--- config.mk ---
export PLATFORM = sky130hd
export DESIGN_NAME = sorted_list_table
export DESIGN_NICKNAME = d
export VERILOG_FILES = /design/src/rtl/core/slt_pkg.sv /design/src/rtl/core/sorted_list_table.sv
export SDC_FILE = /design/constraint.sdc
export NUM_CORES = 2
export LEC_CHECK = 0
export BUFFER_PORTS_ARGS = -buffer_cell sky130_fd_sc_hd__buf_2
export CAP_MARGIN = 15
export CORE_UTILIZATION = 55
export CTS_CLUSTER_DIAMETER = 50
export DETAILED_ROUTE_END_ITERATION = 12
export HOLD_SLACK_MARGIN = 0.06
export PLACE_DENSITY = 0.71
export SYNTH_ARGS = -nofsm -noshare
export SYNTH_HDL_FRONTEND = slang
export SYNTH_SLANG_ARGS = --single-unit
--- constraint.sdc ---
create_clock -name clk_i -period 6.1 [get_ports clk_i]
set_input_delay 0.61 -clock clk_i [delete_from_list [all_inputs] [get_ports clk_i]]
set_output_delay 0.61 -clock clk_i [all_outputs]
set_load 0.05 [all_outputs]
--- src/rtl/core/slt_pkg.sv ---
// Shared command and status codes for the sorted list table.
`default_nettype none

package slt_pkg;

  typedef enum logic [1:0] {
    CMD_INSERT = 2'd0,
    CMD_DELETE = 2'd1,
    CMD_QUERY  = 2'd2,
    CMD_CLEAR  = 2'd3
  } cmd_e;

  typedef enum logic [1:0] {
    ST_OK       = 2'd0,
    ST_NOTFOUND = 2'd1,
    ST_FULL     = 2'd2
  } status_e;

  localparam int unsigned CountOutW = 7;

endpackage

`default_nettype wire

--- src/rtl/core/sorted_list_table.sv ---
// Sorted list table: bounded ascending multiset of signed 32-bit values.
`default_nettype none

// Sorted multiset of signed 32-bit values held in ascending order in a
// single-port-write RAM of CAPACITY words. An item (command, value) is taken
// when start_i is high and busy_o is low; busy_o stays high until the result
// has been shown. The result appears for exactly one cycle with done_o high and
// must be taken then: there is no backpressure on the result side.
// Steps per item, with N entries stored: take the item, scan the N entries
// of the RAM (one read per cycle, registered read data), a decision step,
// then for insert and delete a shift pass that moves the entries after the
// insertion point or the hole one slot over, and last the result strobe.
// Worst case is a delete of the smallest entry from a full store: every
// entry is read once in the scan and all but one once more in the shift,
// since the single RAM port pair serves both passes.
// Clear only drops the count; the RAM contents are left as they are.
module sorted_list_table import slt_pkg::*; #(
  parameter int unsigned CAPACITY = 64
) (
  input  wire logic                 clk_i,
  input  wire logic                 rst_ni,
  input  wire logic                 start_i,
  output      logic                 busy_o,
  input  wire logic [1:0]           command_i,
  input  wire logic signed [31:0]   value_i,
  output      logic                 done_o,
  output      logic [1:0]           status_o,
  output      logic                 found_o,
  output      logic [CountOutW-1:0] entry_count_o,
  output      logic                 is_empty_o
);

  localparam int unsigned IdxW = $clog2(CAPACITY);
  localparam int unsigned CntW = $clog2(CAPACITY + 1);

  // sequencer states
  localparam logic [2:0] S_IDLE   = 3'd0;
  localparam logic [2:0] S_SCAN   = 3'd1;
  localparam logic [2:0] S_DECIDE = 3'd2;
  localparam logic [2:0] S_SHIFT  = 3'd3;
  localparam logic [2:0] S_DONE   = 3'd4;

  logic [2:0] state_q, state_d;

  // entry RAM
  logic [31:0]     mem_q [CAPACITY];
  logic [31:0]     rd_data_q;
  logic [IdxW-1:0] rd_addr;
  logic            we;
  logic [IdxW-1:0] wa;
  logic [31:0]     wd;

  // item payload
  logic [1:0]         cmd_q;
  logic signed [31:0] val_q;

  // control and status
  logic [CntW-1:0] fill_q, fill_d;
  logic [CntW-1:0] rd_ptr_q, rd_ptr_d;
  logic            chk_vld_q, chk_vld_d;
  logic [IdxW-1:0] chk_idx_q, chk_idx_d;
  logic            found_q, found_d;
  logic [IdxW-1:0] pos_q, pos_d;
  logic            at_set_q, at_set_d;
  logic [CntW-1:0] at_q, at_d;
  logic [CntW-1:0] sh_left_q, sh_left_d;
  logic [IdxW-1:0] sh_src_q, sh_src_d;
  logic            pend_vld_q, pend_vld_d;
  logic [IdxW-1:0] pend_dst_q, pend_dst_d;
  logic [1:0]      status_q, status_d;

  logic              accept;
  logic              is_match;
  logic              is_less;
  logic [CntW-1:0]   fill_m1;
  logic [IdxW:0]     pos_p1;
  logic [CntW+6:0]   fill_ext;

  assign accept   = start_i && !busy_o;
  assign is_match = (rd_data_q == val_q);
  assign is_less  = ($signed(rd_data_q) < val_q);
  assign fill_m1  = fill_q - 1'b1;
  assign pos_p1   = {1'b0, pos_q} + 1'b1;
  assign fill_ext = {7'b0, fill_q};

  always_comb begin
    state_d    = state_q;
    fill_d     = fill_q;
    rd_ptr_d   = rd_ptr_q;
    chk_vld_d  = 1'b0;
    chk_idx_d  = chk_idx_q;
    found_d    = found_q;
    pos_d      = pos_q;
    at_set_d   = at_set_q;
    at_d       = at_q;
    sh_left_d  = sh_left_q;
    sh_src_d   = sh_src_q;
    pend_vld_d = 1'b0;
    pend_dst_d = pend_dst_q;
    status_d   = status_q;
    rd_addr    = rd_ptr_q[IdxW-1:0];
    we         = 1'b0;
    wa         = pend_dst_q;
    wd         = rd_data_q;

    case (state_q)
      S_IDLE: begin
        if (accept) begin
          rd_ptr_d = '0;
          found_d  = 1'b0;
          at_set_d = 1'b0;
          at_d     = fill_q;       // insert at the end unless an equal or larger entry shows
          state_d  = (fill_q == '0) ? S_DECIDE : S_SCAN;
        end
      end

      S_SCAN: begin
        // read one entry per cycle, compare the one read last cycle
        if (rd_ptr_q < fill_q) begin
          rd_addr   = rd_ptr_q[IdxW-1:0];
          rd_ptr_d  = rd_ptr_q + 1'b1;
          chk_vld_d = 1'b1;
          chk_idx_d = rd_ptr_q[IdxW-1:0];
        end
        if (chk_vld_q) begin
          if (is_match && !found_q) begin
            found_d = 1'b1;
            pos_d   = chk_idx_q;
          end
          if (!is_less && !at_set_q) begin
            at_set_d = 1'b1;
            at_d     = CntW'(chk_idx_q);
          end
          if (CntW'(chk_idx_q) == fill_m1) begin
            chk_vld_d = 1'b0;
            state_d   = S_DECIDE;
          end
        end
      end

      S_DECIDE: begin
        status_d = ST_OK;
        state_d  = S_DONE;
        case (cmd_q)
          CMD_INSERT: begin
            if (fill_q >= CntW'(CAPACITY)) begin
              status_d = ST_FULL;
            end else begin
              sh_left_d = fill_q - at_q;
              sh_src_d  = fill_m1[IdxW-1:0];   // move from the top down
              state_d   = S_SHIFT;
            end
          end
          CMD_DELETE: begin
            if (found_q) begin
              sh_left_d = fill_m1 - CntW'(pos_q);
              sh_src_d  = pos_p1[IdxW-1:0];    // move from just above the hole up
              state_d   = S_SHIFT;
            end else begin
              status_d = ST_NOTFOUND;
            end
          end
          CMD_QUERY: begin
            status_d = found_q ? ST_OK : ST_NOTFOUND;
          end
          CMD_CLEAR: begin
            fill_d = '0;
          end
          default: begin
            status_d = ST_OK;
          end
        endcase
      end

      S_SHIFT: begin
        // read source now, write it one slot over next cycle
        if (sh_left_q != '0) begin
          rd_addr    = sh_src_q;
          sh_left_d  = sh_left_q - 1'b1;
          pend_vld_d = 1'b1;
          if (cmd_q == CMD_INSERT) begin
            pend_dst_d = sh_src_q + 1'b1;
            sh_src_d   = sh_src_q - 1'b1;
          end else begin
            pend_dst_d = sh_src_q - 1'b1;
            sh_src_d   = sh_src_q + 1'b1;
          end
        end
        if (pend_vld_q) begin
          we = 1'b1;
          wa = pend_dst_q;
          wd = rd_data_q;
        end else if (sh_left_q == '0) begin
          if (cmd_q == CMD_INSERT) begin
            we     = 1'b1;
            wa     = at_q[IdxW-1:0];
            wd     = val_q;
            fill_d = fill_q + 1'b1;
          end else begin
            fill_d = fill_q - 1'b1;
          end
          state_d = S_DONE;
        end
      end

      S_DONE: begin
        state_d = S_IDLE;
      end

      default: begin
        state_d = S_IDLE;
      end
    endcase
  end

  always_ff @(posedge clk_i or negedge rst_ni) begin
    if (!rst_ni) begin
      state_q    <= S_IDLE;
      fill_q     <= '0;
      rd_ptr_q   <= '0;
      chk_vld_q  <= 1'b0;
      chk_idx_q  <= '0;
      found_q    <= 1'b0;
      pos_q      <= '0;
      at_set_q   <= 1'b0;
      at_q       <= '0;
      sh_left_q  <= '0;
      sh_src_q   <= '0;
      pend_vld_q <= 1'b0;
      pend_dst_q <= '0;
      status_q   <= ST_OK;
    end else begin
      state_q    <= state_d;
      fill_q     <= fill_d;
      rd_ptr_q   <= rd_ptr_d;
      chk_vld_q  <= chk_vld_d;
      chk_idx_q  <= chk_idx_d;
      found_q    <= found_d;
      pos_q      <= pos_d;
      at_set_q   <= at_set_d;
      at_q       <= at_d;
      sh_left_q  <= sh_left_d;
      sh_src_q   <= sh_src_d;
      pend_vld_q <= pend_vld_d;
      pend_dst_q <= pend_dst_d;
      status_q   <= status_d;
    end
  end

  // item payload capture
  always_ff @(posedge clk_i) begin
    if (accept) begin
      cmd_q <= command_i;
      val_q <= value_i;
    end
  end

  // entry RAM: one write, one registered read per cycle
  always_ff @(posedge clk_i) begin
    if (we) begin
      mem_q[wa] <= wd;
    end
    rd_data_q <= mem_q[rd_addr];
  end

  assign busy_o        = (state_q != S_IDLE);
  assign done_o        = (state_q == S_DONE);
  assign status_o      = status_q;
  assign found_o       = found_q;
  assign entry_count_o = fill_ext[CountOutW-1:0];
  assign is_empty_o    = (fill_q == '0);

endmodule

`default_nettype wire

==> summary.md <==
| Metric | Value |
|---|---|
| Gpl congestion | 0.887 |
| Worst path depth | 13 |
| P_int | 30.9 mW |
| CP max stage cell | a21o_1 |
| Comb pwr share | 0.347 |
| Synth async-reset ratio | 0.0280 |
| Via/cell ratio | 6.40 |
| Total power | slightly below 50 mW |
| Synth Register Bits | 2175 |
| Die height | 398 um |
| Clock latency on the worst-skew pair | about 840 ps |
| Switching power total | 18.4 mW |
| CP Data Required Time | between 6000 and 7000 ps |
| Total iterations of the first detailed-routing run | 6 |
| Max Cap Viol | 0 |
| Critical Path Sink Type | flop |
| Dpl hpwl | 133 mm |
| CP Buf/Inv Count | 4 |
| Share of cells above drive strength 1 | 0.104 |
| Deepest clock path buffer count | 3 |
| Root Buffer | clkbuf_16 |
| CP max stage delay | between 500 and 600 ps |
| PD cells | 509 nW/um^2 |
| First-pass GRT wire length | 342 mm |
| Number of synthesized flops with an enable pin | 2082 |
| Final hold vios | 0 |
| Main area contributors after synthesis | edfxtp_1, nand2_1, mux2i_1 |
| Slew Limit Headroom | 0.214 |
| Post-synth top area share | 0.726 |
| Cts bufs inserted | 210 |
| Slew Viols, Final | 0 |
| Core Rows | 144 |
| Clock Skews | 50.0 ps |
| Drt wl/cell | 27.9 um |
| CTS H-tree lvls | 4 |
| Switch share | 0.373 |
| Sequential power share | 0.392 |
| Buffers on Ports | just under 50 |
| Initial antenna violation count | 13 |
| Fillers | 10898 |
| Startpoint Class | flop |
| GR Overflow Total | 0 |
| Slew @ Worst Pin | 1180 ps |
| Post-synthesis sequential area ratio | 0.751 |
| Die area | 158000 um^2 |
| Status | finished, final reports clean |
| Syn Nets | 6189 |
| Cell family with most CP delay | compound AO/OA/AOI/OAI gates |
| Leakage | 33.5 nW |
| HP Class | reg -> reg |
| Mapped Avg Cell Area | 14.1 um^2 |
| RSZ-0062 raised after global routing | false |
| Area leader, netlist | edfxtp_1 |
| Setup TNS | 0 ps |
| CTS Sinks | 2175 |
| Layout area overhead | 12.5% |
| Largest net degree at the start of global routing | 158 |
| Peak VDD IR | between 0.6 and 0.7 mV |
| Final setup viols | 0 |
| Clk pin slew, worst setup/hold paths | about 60 ps |
| Initial Util | 0.557 |
| Yosys warnings | 0 |
| Nets@finish | 6295 |
| Clock share of power | 0.261 |
| Crit-path cells | inv_1 -> ha_1 -> nor4b_4 -> a21o_1 -> buf_4 -> inv_2 -> or3_1 -> o21ai_4 -> buf_12 -> a32oi_1 -> and3_1 -> a31oi_1 -> nand4_1 |
| Max Clk Rate | 217 MHz |
| Post-route ant nets | 0 |
| Core area | 155000 um^2 |
| CP Max Fanout | slightly above 70 |
| GRT Total Usage | 0.295 |
| Commonest cells in the netlist | edfxtp_1, nand2_1, a31oi_1 |
| Cells after Synth | 6089 |
| FF+latch area | 64700 um^2 |
| Final hold slack | 478 ps |
| Flop2flop setup slack | 1500 ps |
| Final min period | 4600 ps |
| # DRC | 0 |
| Vias in the first global route | approximately 52000 |
| Total wire length | 235 mm |
| Antenna diodes | 0 |
| Starting DRC count in detailed routing | slightly below 8000 |
| Crit Path Class | reg -> reg |
| Hold Path Depth | 2 |
| Cell count of the worst reg-to-reg path | 13 |
| Io pins | 50 |
| Mapped Area | 86100 um^2 |
| CTS resizes | 0 |
| Via count | between 50000 and 60000 |
| Arrival @ worst endpoint | 5260 ps |
| Most used DFF post-synth | edfxtp_1 |
| Yosys cell types | 62 |
| Die Wd | 398 um |
| Final Cycle Share | 0.754 |
| Count leader, synth | edfxtp_1 |
| TritonCTS clock tree | done |
| Area taken by multi-input logic gates | 20100 um^2 |
## state kept, by name, indices dropped and copies added (netlist names)
register	count
pend_dst_q	6
mem_q	2048
entry_count_o	7
pos_q	6
sh_src_q	6
pend_vld_q	1
found_o	1
at_q	7
rd_data_q	32
val_q	32
chk_vld_q	1
rd_ptr_q	7
status_o	2
state_q	3
at_set_q	1
sh_left_q	7
chk_idx_q	6
cmd_q	2
## per-layer routing
layer  GRT usage  share of wire
met1       0.411           0.38
met2       0.458           0.46
met3      0.0707           0.12
met4      0.0959          0.032
met5     0.00757        0.00017
## cell type report
type                       count  share of cell area
clock buffer                 259              0.0572
clock inverter               130              0.0132
multi-input combinational   3475               0.208
sequential                  2175               0.667
inverter                      71             0.00275
tap                         2044              0.0264
timing repair buffer         262              0.0254
## power by group through the flow
| stage | clock, mW | sequential [mW] | combinational (mW) |
|---|---|---|---|
| floorplan | 0 | 19.4 | 10.8 |
| global placement | 0 | 19.6 | 16.4 |
| detailed placement | 0 | 19.6 | 16.7 |
| CTS | 13.0 | 19.3 | 16.8 |
| global route | 13.5 | 19.4 | 18.2 |
| finish | 12.9 | 19.3 | 17.1 |
## layout by cell type (no fill, tap or decap), drive strengths merged, types with 4 or more instances in the layout
| cell | instances |
|---|---|
| ha | 61 |
| nand4 | 42 |
| mux2i | 277 |
| o21ai | 44 |
| nor2b | 8 |
| dfrtp | 61 |
| o22ai | 8 |
| edfxtp | 2082 |
| dfxtp | 32 |
| or2 | 4 |
| xor2 | 8 |
| mux2 | 46 |
| nand2 | 1610 |
| a21oi | 41 |
| bufinv | 20 |
| clkbuf | 259 |
| a31oi | 391 |
| nand3b | 5 |
| clkinv | 90 |
| a21o | 21 |
| nor2 | 119 |
| dlygate4sd3 | 36 |
| xnor2 | 26 |
| and3 | 130 |
| nor3b | 4 |
| a32oi | 258 |
| nand3 | 287 |
| a211oi | 6 |
| nand2b | 18 |
| clkinvlp | 6 |
| inv | 85 |
| o31ai | 6 |
| o211ai | 4 |
| buf | 226 |
| nor3 | 14 |
## final timing paths
| path | from | end |
|---|---|---|
| max | sh_left_q[0] | rd_data_q[25] |
| min | status_o[0] | status_o[0] |
| max reg2reg | sh_left_q[0] | rd_data_q[25] |
| min reg2reg | status_o[0] | status_o[0] |
| max in group asynchronous | rst_ni | pend_dst_q[1] |
| min in group asynchronous | rst_ni | entry_count_o[3] |
## cell families (layout without fill, tap and decap cells)
group                      Yosys count  after routing  share of synthesized area
xor gates and xnor gates            34             34                    0.00346
and+or+nand+nor                   2251           2251                      0.109
adders and majority gates           63             63                    0.00932
AOI/OAI and AO/OA                  804            804                     0.0659
buffers and inverters              439            722                     0.0227
muxes                              323            323                     0.0383
DFF                               2175           2175                      0.751
## worst reg2reg max path, cell delays in order, from the launching register on
cell and delay [ps]:
dfrtp_1 400, inv_1 90, ha_1 160, nor4b_4 310, a21o_1 570, buf_4 310, inv_2 90, or3_1 360
o21ai_4 320, buf_12 450, a32oi_1 400, and3_1 260, a31oi_1 560, nand4_1 160
## through the flow
step / std cells / util / worst slack, ps / instance area, um^2
global placement: 7990 / 0.580 / 1680 / 89700
finish: 8416 / 0.626 / 1500 / 96900
CTS: 8416 / 0.626 / 1610 / 96900
global route: 8416 / 0.626 / 1300 / 96900
detailed placement: 7991 / 0.580 / 1620 / 89700
floorplan: 6089 / - / 1700 / 86100
## what timing repair did
action,CTS,global route
hold buffers,36,0
setup buffers,0,0
hold endpoints to repair,96,0
No activity file was read; power rests on OpenSTA's default activity.
